===== config.mk =====
export PLATFORM = sky130hd
export DESIGN_NAME = stable_priority_ready_queue
export DESIGN_NICKNAME = d
export VERILOG_FILES = /design/src/rtl/core/spq_pkg.sv /design/src/rtl/core/stable_priority_ready_queue.sv /design/src/rtl/core/spq_cell.sv
export SDC_FILE = /design/constraint.sdc
export NUM_CORES = 1
export LEC_CHECK = 0
export BUFFER_PORTS_ARGS = -buffer_cell sky130_fd_sc_hd__buf_4
export CAP_MARGIN = 40
export CORE_ASPECT_RATIO = 0.8
export CORE_MARGIN = 4
export CORE_UTILIZATION = 62
export CTS_CLUSTER_SIZE = 20
export DETAILED_ROUTE_END_ITERATION = 6
export PLACE_DENSITY = 0.77
export RECOVER_POWER = 50
export SLEW_MARGIN = 20
export SYNTH_ARGS = -nofsm -noshare
export SYNTH_HDL_FRONTEND = slang
export SYNTH_SLANG_ARGS = --single-unit

===== constraint.sdc =====
create_clock -name clk -period 6.3 [get_ports clk]
set_input_delay 0.945 -clock clk [delete_from_list [all_inputs] [get_ports clk]]
set_output_delay 0.945 -clock clk [all_outputs]
set_load 0.03 [all_outputs]

===== src/rtl/core/spq_pkg.sv =====
// ----------------------------------------------------------------------------
// Stable priority ready queue package
// Command codes and the control bundle shared by the queue and its cells.
// ----------------------------------------------------------------------------
package spq_pkg;

	localparam int CMD_BITS = 2;
	localparam int ID_BITS  = 8;
	localparam int IN_PRIO_BITS = 8;

	localparam logic [CMD_BITS-1:0] CMD_INSERT  = 2'd0;
	localparam logic [CMD_BITS-1:0] CMD_APPEND  = 2'd1;
	localparam logic [CMD_BITS-1:0] CMD_DEQUEUE = 2'd2;
	localparam logic [CMD_BITS-1:0] CMD_NOP     = 2'd3;

	// Control broadcast to every cell in the chain.
	typedef struct packed {
		logic load;       // an insert or append that is taken this cycle while the queue is not full
		logic prio_mode;  // the load is a priority insert, not an append
		logic pop;        // a dequeue that is taken this cycle
	} spq_ctrl_t;

endpackage


===== src/rtl/core/stable_priority_ready_queue.sv =====
// ----------------------------------------------------------------------------
// Stable priority ready queue
// Bounded queue of process entries kept in service order in a chain of cells.
// ----------------------------------------------------------------------------
// Throughput: one item per clock cycle while the master side takes each result;
// the whole chain updates in the cycle the item is accepted, set by the
// insertion-point search that ripples once along the row of cells.
// Output: the result for an item is on the master side in the cycle after it
// is accepted. Reset empties the queue at once; slot contents are not reset.
// ----------------------------------------------------------------------------
module stable_priority_ready_queue #(
	parameter int DEPTH     = 16,
	parameter int PRIO_BITS = 8
) (
	input  logic        clk,
	input  logic        arst_n,
	// Input items.
	input  logic        s_tvalid,
	output logic        s_tready,
	input  logic [15:0] s_tdata,   // [7:0] proc_id, [15:8] proc_priority
	input  logic [1:0]  s_tuser,   // [1:0] cmd
	// Result items.
	output logic        m_tvalid,
	input  logic        m_tready,
	output logic [15:0] m_tdata,   // [7:0] out_id, [15:8] out_priority
	output logic [3:0]  m_tuser    // [0] out_valid, [1] is_empty, [2] is_full,
	                               // [3] dropped
);

	localparam int IDW = spq_pkg::ID_BITS;
	localparam int IPW = spq_pkg::IN_PRIO_BITS;
	// Number of priority bits that pass between the stream fields and the cells.
	localparam int NPW = (PRIO_BITS < IPW) ? PRIO_BITS : IPW;

	// Per-cell view of the chain. found[i] is high when the insertion point
	// lies in a cell before cell i, so cell i takes its left neighbor.
	logic                 cell_valid [DEPTH];
	logic [IDW-1:0]       cell_id    [DEPTH];
	logic [PRIO_BITS-1:0] cell_prio  [DEPTH];
	logic [DEPTH:0]       found;

	spq_pkg::spq_ctrl_t   ctrl;
	logic                 accept;
	logic                 full_now;
	logic                 is_ins;
	logic                 is_deq;
	logic [IDW-1:0]       new_id;
	logic [PRIO_BITS-1:0] new_prio;

	// Output register.
	logic                 m_valid_q;
	logic [IDW-1:0]       out_id_q;
	logic [IPW-1:0]       out_prio_q;
	logic                 out_valid_q;
	logic                 is_empty_q;
	logic                 is_full_q;
	logic                 dropped_q;

	// A new item may enter whenever the output register is free or is being
	// emptied in the same cycle.
	assign s_tready = !m_valid_q || m_tready;
	assign accept   = s_tvalid && s_tready;

	// The queue is full exactly when the last cell holds an entry.
	assign full_now = cell_valid[DEPTH-1];
	assign is_ins   = (s_tuser == spq_pkg::CMD_INSERT) || (s_tuser == spq_pkg::CMD_APPEND);
	assign is_deq   = (s_tuser == spq_pkg::CMD_DEQUEUE);

	assign ctrl.load      = accept && is_ins && !full_now;
	assign ctrl.prio_mode = (s_tuser == spq_pkg::CMD_INSERT);
	assign ctrl.pop       = accept && is_deq;

	assign new_id = s_tdata[IDW-1:0];

	// The stored priority keeps the low PRIO_BITS bits of the input field,
	// with zeros above bit seven when PRIO_BITS is wider than the field.
	assign new_prio = PRIO_BITS'(s_tdata[IDW +: NPW]);

	assign found[0] = 1'b0;

	for (genvar i = 0; i < DEPTH; i++) begin : g_cell
		logic                 lv;
		logic [IDW-1:0]       lid;
		logic [PRIO_BITS-1:0] lprio;
		logic                 rv;
		logic [IDW-1:0]       rid;
		logic [PRIO_BITS-1:0] rprio;

		// The head never shifts from the left; the tail refills with a free
		// slot on a dequeue.
		if (i == 0) begin : g_head
			assign lv    = 1'b0;
			assign lid   = new_id;
			assign lprio = new_prio;
		end else begin : g_mid_l
			assign lv    = cell_valid[i-1];
			assign lid   = cell_id[i-1];
			assign lprio = cell_prio[i-1];
		end

		if (i == DEPTH - 1) begin : g_tail
			assign rv    = 1'b0;
			assign rid   = new_id;
			assign rprio = new_prio;
		end else begin : g_mid_r
			assign rv    = cell_valid[i+1];
			assign rid   = cell_id[i+1];
			assign rprio = cell_prio[i+1];
		end

		spq_cell #(
			.PRIO_BITS (PRIO_BITS)
		) u_cell (
			.clk         (clk),
			.arst_n      (arst_n),
			.ctrl        (ctrl),
			.new_id      (new_id),
			.new_prio    (new_prio),
			.left_valid  (lv),
			.left_id     (lid),
			.left_prio   (lprio),
			.right_valid (rv),
			.right_id    (rid),
			.right_prio  (rprio),
			.found_in    (found[i]),
			.found_out   (found[i+1]),
			.valid       (cell_valid[i]),
			.id          (cell_id[i]),
			.prio        (cell_prio[i])
		);
	end

	// Handshake state of the output register.
	always_ff @(posedge clk or negedge arst_n) begin
		if (!arst_n) begin
			m_valid_q <= 1'b0;
		end else if (accept) begin
			m_valid_q <= 1'b1;
		end else if (m_tready) begin
			m_valid_q <= 1'b0;
		end
	end

	// Result fields. The flags describe the queue after this item: the
	// occupancy is a thermometer over the cell valid bits, so the state after
	// a load or a pop is read from the neighbor of the end cell.
	always_ff @(posedge clk) begin
		if (accept) begin
			out_valid_q <= ctrl.pop && cell_valid[0];
			dropped_q   <= is_ins && full_now;
			if (ctrl.pop && cell_valid[0]) begin
				out_id_q   <= cell_id[0];
				out_prio_q <= IPW'(cell_prio[0][NPW-1:0]);
			end else begin
				out_id_q   <= '0;
				out_prio_q <= '0;
			end
			if (ctrl.load) begin
				is_empty_q <= 1'b0;
				is_full_q  <= cell_valid[DEPTH-2];
			end else if (ctrl.pop) begin
				is_empty_q <= !cell_valid[1];
				is_full_q  <= 1'b0;
			end else begin
				is_empty_q <= !cell_valid[0];
				is_full_q  <= full_now;
			end
		end
	end

	assign m_tvalid = m_valid_q;
	assign m_tdata  = {out_prio_q, out_id_q};
	assign m_tuser  = {dropped_q, is_full_q, is_empty_q, out_valid_q};

endmodule


===== src/rtl/core/spq_cell.sv =====
// ----------------------------------------------------------------------------
// Stable priority ready queue cell
// One queue slot: holds an entry, finds whether a new entry lands here, and
// shifts toward the tail on a load or toward the head on a pop.
// ----------------------------------------------------------------------------
module spq_cell #(
	parameter int PRIO_BITS = 8
) (
	input  logic                        clk,
	input  logic                        arst_n,
	input  spq_pkg::spq_ctrl_t          ctrl,
	input  logic [spq_pkg::ID_BITS-1:0] new_id,
	input  logic [PRIO_BITS-1:0]        new_prio,
	input  logic                        left_valid,
	input  logic [spq_pkg::ID_BITS-1:0] left_id,
	input  logic [PRIO_BITS-1:0]        left_prio,
	input  logic                        right_valid,
	input  logic [spq_pkg::ID_BITS-1:0] right_id,
	input  logic [PRIO_BITS-1:0]        right_prio,
	input  logic                        found_in,
	output logic                        found_out,
	output logic                        valid,
	output logic [spq_pkg::ID_BITS-1:0] id,
	output logic [PRIO_BITS-1:0]        prio
);

	logic                        valid_q;
	logic [spq_pkg::ID_BITS-1:0] id_q;
	logic [PRIO_BITS-1:0]        prio_q;
	logic                        here;

	// The new entry belongs in the first slot that is free or, for a
	// priority insert, holds a strictly lower priority.
	assign here      = !valid_q || (ctrl.prio_mode && (prio_q < new_prio));
	assign found_out = found_in || here;

	always_ff @(posedge clk or negedge arst_n) begin
		if (!arst_n) begin
			valid_q <= 1'b0;
		end else if (ctrl.pop) begin
			valid_q <= right_valid;
		end else if (ctrl.load) begin
			if (found_in) begin
				valid_q <= left_valid;
			end else if (here) begin
				valid_q <= 1'b1;
			end
		end
	end

	always_ff @(posedge clk) begin
		if (ctrl.pop) begin
			id_q   <= right_id;
			prio_q <= right_prio;
		end else if (ctrl.load) begin
			if (found_in) begin
				id_q   <= left_id;
				prio_q <= left_prio;
			end else if (here) begin
				id_q   <= new_id;
				prio_q <= new_prio;
			end
		end
	end

	assign valid = valid_q;
	assign id    = id_q;
	assign prio  = prio_q;

endmodule

Yosys cells after proc, flatten, opt, wreduce, memory -nomap -nowiden
Cells that the tools add are included.
- bits of input ports: 22
- bits in registers: 293
- muxes and demuxes: 194
- $lt $le $gt $ge: 16
- reduce and logical (&&, ||, !) cells: 106
- equality and inequality tests: 2
- operators with widths (kind ; count):
    $mux 8 ; 126
    $lt 8x8->1 ; 16
    $mux 1 ; 68
    $reduce_bool 3->1 ; 15
    $logic_or 1x1->1 ; 32
    $reduce_and 2->1 ; 16
    $logic_and 1x1->1 ; 22
    $logic_not 1->1 ; 17
    $reduce_bool 2->1 ; 3
    $eq 2x1->1 const B ; 1
    $eq 2x2->1 const B ; 1
    $logic_not 2->1 ; 1

Longest topological paths before layout
Gate-level depths: netlist of run 1.
- word-level depth: 20
- mapped depth: 13
- depth with buffers taken out: 9

Modules after synthesis
Synthesis of run 1 repeated with hierarchy kept, for this count alone.
- cell total of the unflattened synthesis: 1774
- area, all modules: 18527.8 µm²
- by module, submodules not included (module ; instances ; cells each ; area each (µm²)):
    spq_cell (g_cell[0].u_cell ...) ; 10 ; 107 ; 1113.6
    spq_cell (g_cell[4].u_cell ...) ; 6 ; 107 ; 1083.5
    stable_priority_ready_queue ; 1 ; 62 ; 890.9

Least setup slack after synthesis of run 1
OpenSTA, ideal clock, no wires.
- kind: input to register
- start point: in s_tdata[15]
- end point: reg g_cell[12].u_cell.id_q (netlist bit g_cell[12].u_cell.id[0]) (enable)
- slack: 1320 ps
- cell stages on the path: 13
- data arrival time: 4569 ps
- data required time: 5889 ps
- cells stage by stage: clkbuf_1 -> inv_1 -> ha_1 -> a2111oi_0 -> o31ai_1 -> a32o_1 -> o31a_1 -> buf_2 -> nand4_2 -> buf_2 -> nor3_4 -> buf_6 -> o21ai_0
- word-level cells in the longest chain between the ends: 16
- elaborated cells between the ends (all ways): 52
- those cells by class: order compare: 13; reduce/logical: 39
- ends and longest elaborated chain (element ; line ; RTL):
    start: declaration ; stable_priority_ready_queue.sv:20 ; input logic [15:0] s_tdata,
    $lt 8x8->1 ; spq_cell.sv:34 ; assign here = !valid_q || (ctrl.prio_mode && (prio_q < new_prio));
    $logic_and 1x1->1 ; spq_cell.sv:34 ;
    $logic_or 1x1->1 ; spq_cell.sv:34 ;
    $logic_or 1x1->1 (11 in a row) ; spq_cell.sv:35 ; assign found_out = found_in || here;
    $reduce_bool 3->1 (no line) * ; - ;
    $reduce_and 2->1 (no line) * ; - ;
    end signal: assignment ; spq_cell.sv:53 ; id_q <= right_id;
    end signal: assignment ; spq_cell.sv:57 ; id_q <= left_id;
    end signal: assignment ; spq_cell.sv:60 ; id_q <= new_id;
    end: declaration ; spq_cell.sv:28 ; logic [spq_pkg::ID_BITS-1:0] id_q;
Mark *: on every way between the ends. The rest lies on a longest branch, timed or not.
A chain may end at the register's enable or synchronous reset.

Worst setup path in the final report of run 1
- start point: in s_tdata[13]
- end point: reg g_cell[6].u_cell.id_q (netlist bit g_cell[6].u_cell.id[3]) (enable)
- word-level cells in the longest chain between the ends: 10
- elaborated cells between the ends (all ways): 28
- those cells by class: order compare: 7; reduce/logical: 21
- ends and longest elaborated chain (element ; line):
    $lt 8x8->1 ; spq_cell.sv:34
    $logic_and 1x1->1 ; spq_cell.sv:34
    $logic_or 1x1->1 ; spq_cell.sv:34
    $logic_or 1x1->1 (5 in a row) ; spq_cell.sv:35
    $reduce_bool 3->1 (no line) * ; -
    $reduce_and 2->1 (no line) * ; -
    end signal: assignment ; spq_cell.sv:53
    end signal: assignment ; spq_cell.sv:57
    end signal: assignment ; spq_cell.sv:60
    end: declaration ; spq_cell.sv:28
Marked as above.

==> impl_metrics.toml, run 1 <==
[timing]
worst_slew_pin_slew_ps = 2830
fin_crit_sh_pct = 83.7
slew_violations = 125
worst_slack_ps = 1030
period_needed_ps = 5270
hold_viol = 0
relSlewSlack_pct = -88.5
fmax_ghz = 0.190
setup_tns_ps = 0
hold_ws_ps = 460
rsz0062_at_grt = "no"
skew_ps = 19.5
setup_viol = 0

[clocking]
holdBufCountCts = 0
cts_tree = "yes"
htree_levels = 1
clkTransAtPathRegs_ps = 70
clk_latency_ps = 600
post-cts-setup-buffers = 0
cts_root_buf = "clkbuf_16"
post_cts_resized = 0
clockBufferDepth = 3
cts_buffers = 30
cts.sinks = 293

[floorplanning]
initial_core_util_pct = 62.8
core.rowCount = 55
die_h_um = 159
dieWidth_um = 197
io-pin-count = 44
core_mm2 = 0.0282
die_area_mm2 = 0.0314

[job]
maxCapViolCount = 3

[layout]
layout_common_cells = "304 x nand2_1, 276 x edfxtp_1, 133 x o21ai_0"
area_growth_syn_to_layout_pct = 8.00
final_common_cell = "nand2_1"
fin_util_pct = 67.8
nets = 1817
drive_above_1_share_pct = 7.24

[detailed_routing]
drtAntennaViolNets = 0
drtIter0Drc = 1812
drt_pass1_iterations = 6
post_drt_wl_per_cell_um = 24.5
drc = 0
vias = 14600
wl_um = 51100
vias_per_cell = 6.99

[placed_design]
portBuffers = 43
gp_congestion = 0.964
dp_hpwl_um = 34700
dp_slack_ps = 1280

[logic_synthesis]
synthDistinctLibCells = 62
async_flop_share_pct = 5.80
synth_top_flop_cell = "edfxtp_1"
syn-instance-count = 1724
yosysSeqAreaShare_pct = 49.2
avgSynthCellArea_um2 = 10.3
netlist_area_mm2 = 0.0177
synth_nets = 1851
synth-edff-count = 276
yosysWarnings = 0
synth_seq_cells = 293

[status]
violations = "max-capacitance violations, max-slew violations"
status = "finished, violations left"

[power]
ir_drop_mv = 0.279
power_leakage_nw = 7.47
powerDensity_mw_per_mm2 = 312

[critical_path]
critPathCaptureType = "flop"
r2r_start = "m_tvalid"
start_kind = "input pin"
r2r-end = "g_cell[13].u_cell.prio[6]"
cp_data_arrival_time_ps = 5570
cp.required_ps = 6590
r2r_slack_ps = 1590
critPathMaxFanout = 25
reg2reg_depth = 6
worstSetupPathType = "in -> reg"

[hold_path]
min_path_type = "in -> async"

[global_routing]
track_usage_pct = 31.8
antenna_found_initial = 2
grt_max_degree = 125
grt_pass1_wl_um = 79700
gr-total-overflow = 0
grt_pass1_vias = 13800
layer usage:
layer  global-route usage, %  up-vias  share of wire, %
met5                       0        -             0.067
met4                    7.97        4               2.6
met3                    7.09      116                12
met2                    46.3      932                44
met1                    48.6     6983                42
li1                        -     6528                 -
how the worst max path moves through the flow:
stage	to	cells after the start	slack [ps]	from
2_1_floorplan	g_cell[12].u_cell.id[0]	13	1320	s_tdata[15]
3_3_place_gp	g_cell[10].u_cell.id[5]	11	1350	s_tdata[12]
3_5_place_dp	g_cell[10].u_cell.id[5]	11	1280	s_tdata[12]
4_1_cts	g_cell[9].u_cell.id[6]	12	1850	s_tdata[14]
5_1_grt	g_cell[6].u_cell.prio[4]	14	790	s_tdata[13]
6_report	g_cell[6].u_cell.id[3]	14	1030	s_tdata[13]
metrics by stage:
step           instance area, um2  power (mW)  cells
2_1_floorplan               17700        3.69   1724
3_3_place_gp                18200        4.11   2020
3_5_place_dp                18300        4.16   2022
4_1_cts                     19200        5.95   2076
5_1_grt                     19100        6.23   2082
6_report                    19100        5.97   2083
kinds of logic after synthesis:
family	share of synthesized area (%)
compound gates	18.9
fa+ha+maj	7.41
buf+inv	4.41
flops	49.2
mux	5.87
simple gates	14.3
power by group:
group	total [mW]	internal (mW)	switching, mW
clock network	1.81	1.02	0.788
registers	2.73	2.50	0.228
logic	1.43	0.527	0.899
total	5.97	4.05	1.92
sequential cells by signal (all words and copies together), names as in the netlist:
| name | flops |
|---|---|
| g_cell.u_cell.id | 128 |
| g_cell.u_cell.prio | 128 |
| g_cell.u_cell.valid | 16 |
| out_id_q | 8 |
| out_prio_q | 8 |
| dropped_q | 1 |
| is_empty_q | 1 |
| is_full_q | 1 |
| m_tvalid | 1 |
| out_valid_q | 1 |
worst max-delay path, stage by stage:
cell	delay, ps
clkbuf_1	480
inv_1	410
clkbuf_1	360
ha_1	390
a211oi_1	240
nor2_1	80
o31ai_1	440
a2bb2oi_4	120
buf_4	280
nand4_1	120
clkbuf_1	1010
nand2_1	180
nand2_1	240
buf_8	240
cells in the mapped netlist, drive strengths merged (24+ instances only):
library cell | number | share of area [%]
edfxtp | 276 | 47
buf | 52 | 1.7
nand2 | 304 | 6.5
a221o | 66 | 3.7
a21o | 24 | 1.0
o21ai | 142 | 4.0
nand3 | 67 | 1.9
a31oi | 59 | 2.1
o31ai | 24 | 1.0
o211ai | 37 | 1.6
mux2i | 104 | 5.9
a21oi | 60 | 1.7
nor2 | 58 | 1.2
ha | 105 | 7.4
clkbuf | 115 | 2.4
nor2b | 37 | 1.3
layout make-up:
class	instances	area, um2
fillers	2113	9070
clock inverters	17	181
multi-input cells	1252	8250
flip-flops and latches	293	8710
repair buffers	101	692
clock buffers	37	797
well taps	370	463
inverters	12	45.0
diodes	1	2.50
Power figures use the tool's default switching activity.
==> run 2, diff against run 1 <==
- CORE_UTILIZATION: 62 -> 58
- PLACE_DENSITY: 0.77 -> 0.76
- clock period: 6.3 -> 4.4 ns (I/O delays scaled with it)
==> run 2 against run 1 <==
- the run still ends with max-capacitance violations, max-slew violations left
- global-route usage grew 0.18 points
- combinational power grew 47%
- final cell count grew 3.4%
==> impl_metrics.toml, run 2 (synthesis results as in run 1) <==
[status]
status = "finished, violations left"
violations = "max-capacitance violations, max-slew violations"

[critical_path]
cp.required_ps = 4690
start_kind = "input pin"
critPathCaptureType = "flop"
critical_path.max_stage_delay_ps = 940
crit_path_frequent_cell = "clkbuf_1"
critPathMaxFanout = 14
worstSetupPathType = "in -> reg"
slowest_stage = "clkbuf_1"
crit_chain = "buf_4 > inv_1 > clkbuf_1 > ha_1 > o21a_1 > nor2_1 > a2111oi_0 > clkbuf_1 > a2bb2oi_1 > buf_4 > clkbuf_1 > mux2i_1 > o21ai_0"
cp_data_arrival_time_ps = 4190

[layout]
nFillCells = 2424
layout_common_cells = "304 x nand2_1, 276 x edfxtp_1, 133 x o21ai_0"
nets = 1858
area_growth_syn_to_layout_pct = 9.12
multi_input_area_mm2 = 0.00823
fin_area_mm2 = 0.0193
regArea_mm2 = 0.00871
drive_above_1_share_pct = 8.59
final_cells = 2154
fin_util_pct = 65.1
final_common_cell = "nand2_1"

[detailed_routing]
wl_um = 53600
drtAntennaViolNets = 0
drtIter0Drc = 2121
vias_per_cell = 6.92
drt_pass1_iterations = 6
drc = 0
post_drt_wl_per_cell_um = 24.9
vias = 14900

[placed_design]
placed_area_mm2 = 0.0186
placed_cells = 2100
portBuffers = 43
gp_congestion = 0.950
dp_hpwl_um = 38000

[floorplanning]
core_mm2 = 0.0297
die_h_um = 164
initial_core_util_pct = 59.7
die_area_mm2 = 0.0334
core.rowCount = 56
io-pin-count = 44
dieWidth_um = 203

[timing]
fmax_ghz = 0.257
relSlewSlack_pct = -4.46
skew_ps = 13.6
setup_viol = 0
setup_tns_ps = 0
worst_slew_pin_slew_ps = 1570
fin_crit_sh_pct = 88.6
rsz0062_at_grt = "no"
hold_viol = 0
slew_violations = 33
period_needed_ps = 3900

[power]
powerDensity_mw_per_mm2 = 437
power_leakage_nw = 7.59
ir_drop_mv = 0.346

[clocking]
clockBufferDepth = 3
cts.sinks = 293
clk_latency_ps = 600
cts_buffers = 30
clkTransAtPathRegs_ps = 60
post_cts_resized = 0
cts_root_buf = "clkbuf_16"
post-cts-setup-buffers = 0
cts_tree = "yes"
htree_levels = 1

[global_routing]
grt_pass1_wl_um = 83800
grt_pass1_vias = 14300
gr-total-overflow = 0
grt_max_degree = 78
track_usage_pct = 31.9
antenna_found_initial = 2

[job]
maxCapViolCount = 1

[hold_path]
min_path_type = "in -> reg"
run 2: changes by cell type in the layout (fill, tap and decap cells not counted), sizes merged:
cell,delta
buf,+28
clkbuf,+10
clkinv,-3
bufinv,-2
clkinvlp,+2
dlygate4sd3,+1
inv,-1
run 2: path summary, 6_finish.rpt:
path,startpoint,cells past startpoint,slack [ps],endpoint
max,s_tdata[11],13,500,g_cell[2].u_cell.id[2]
min,s_tvalid,2,280,m_tvalid
max reg2reg,g_cell[3].u_cell.prio[7],10,510,g_cell[4].u_cell.prio[0]
min reg2reg,g_cell[15].u_cell.prio[0],2,530,g_cell[14].u_cell.prio[0]
max in group asynchronous,arst_n,2,3090,g_cell[13].u_cell.valid
min in group asynchronous,arst_n,2,730,g_cell[6].u_cell.valid
run 2: worst max-delay path, delay by kind of cell:
kind,cells,cell delay [ps]
multiplexers,1,290
adder cells (fa/ha/maj),1,200
buffers and inverters,6,2050
AND/OR/NAND/NOR,1,30
AO/OA/AOI/OAI,4,920
run 2: cell type report:
cell class	count	share of cell area, %
Multi-Input combinational cell	1252	42.6
Tap cell	406	2.63
Clock buffer	35	3.98
Clock inverter	13	0.595
Antenna cell	1	0.0129
Sequential cell	293	45.1
Inverter	12	0.233
Timing Repair Buffer	142	4.94
run 2: layer usage:
metal  part of all wire [%]  track usage, %  vias to the layer above
li1                       -               -                     6574
met3                     11            5.90                      117
met5                  0.034               0                        -
met2                     44            48.0                      939
met4                    2.9            9.22                        4
met1                     42            47.7                     7278
run 2: per-stage QoR:
stage	power, mW	hold WS [ps]	setup WS, ps
floorplan	5.29	364	69.1
finish	8.46	275	503
global placement	5.99	515	295
CTS	8.45	261	724
global route	8.83	271	315
detailed placement	6.06	518	222
run 2: what timing repair did:
action	in CTS	in global routing
hold endpoints to repair	17	0
setup endpoints to repair	0	0
hold buffers	1	0
run 2: power by group:
| group | internal [mW] | total [mW] | leakage [nW] | switching (mW) |
|---|---|---|---|---|
| Sequential | 3.58 | 3.94 | 2.77 | 0.359 |
| Combinational | 0.804 | 2.10 | 4.39 | 1.30 |
| Clock | 1.30 | 2.41 | 0.427 | 1.11 |
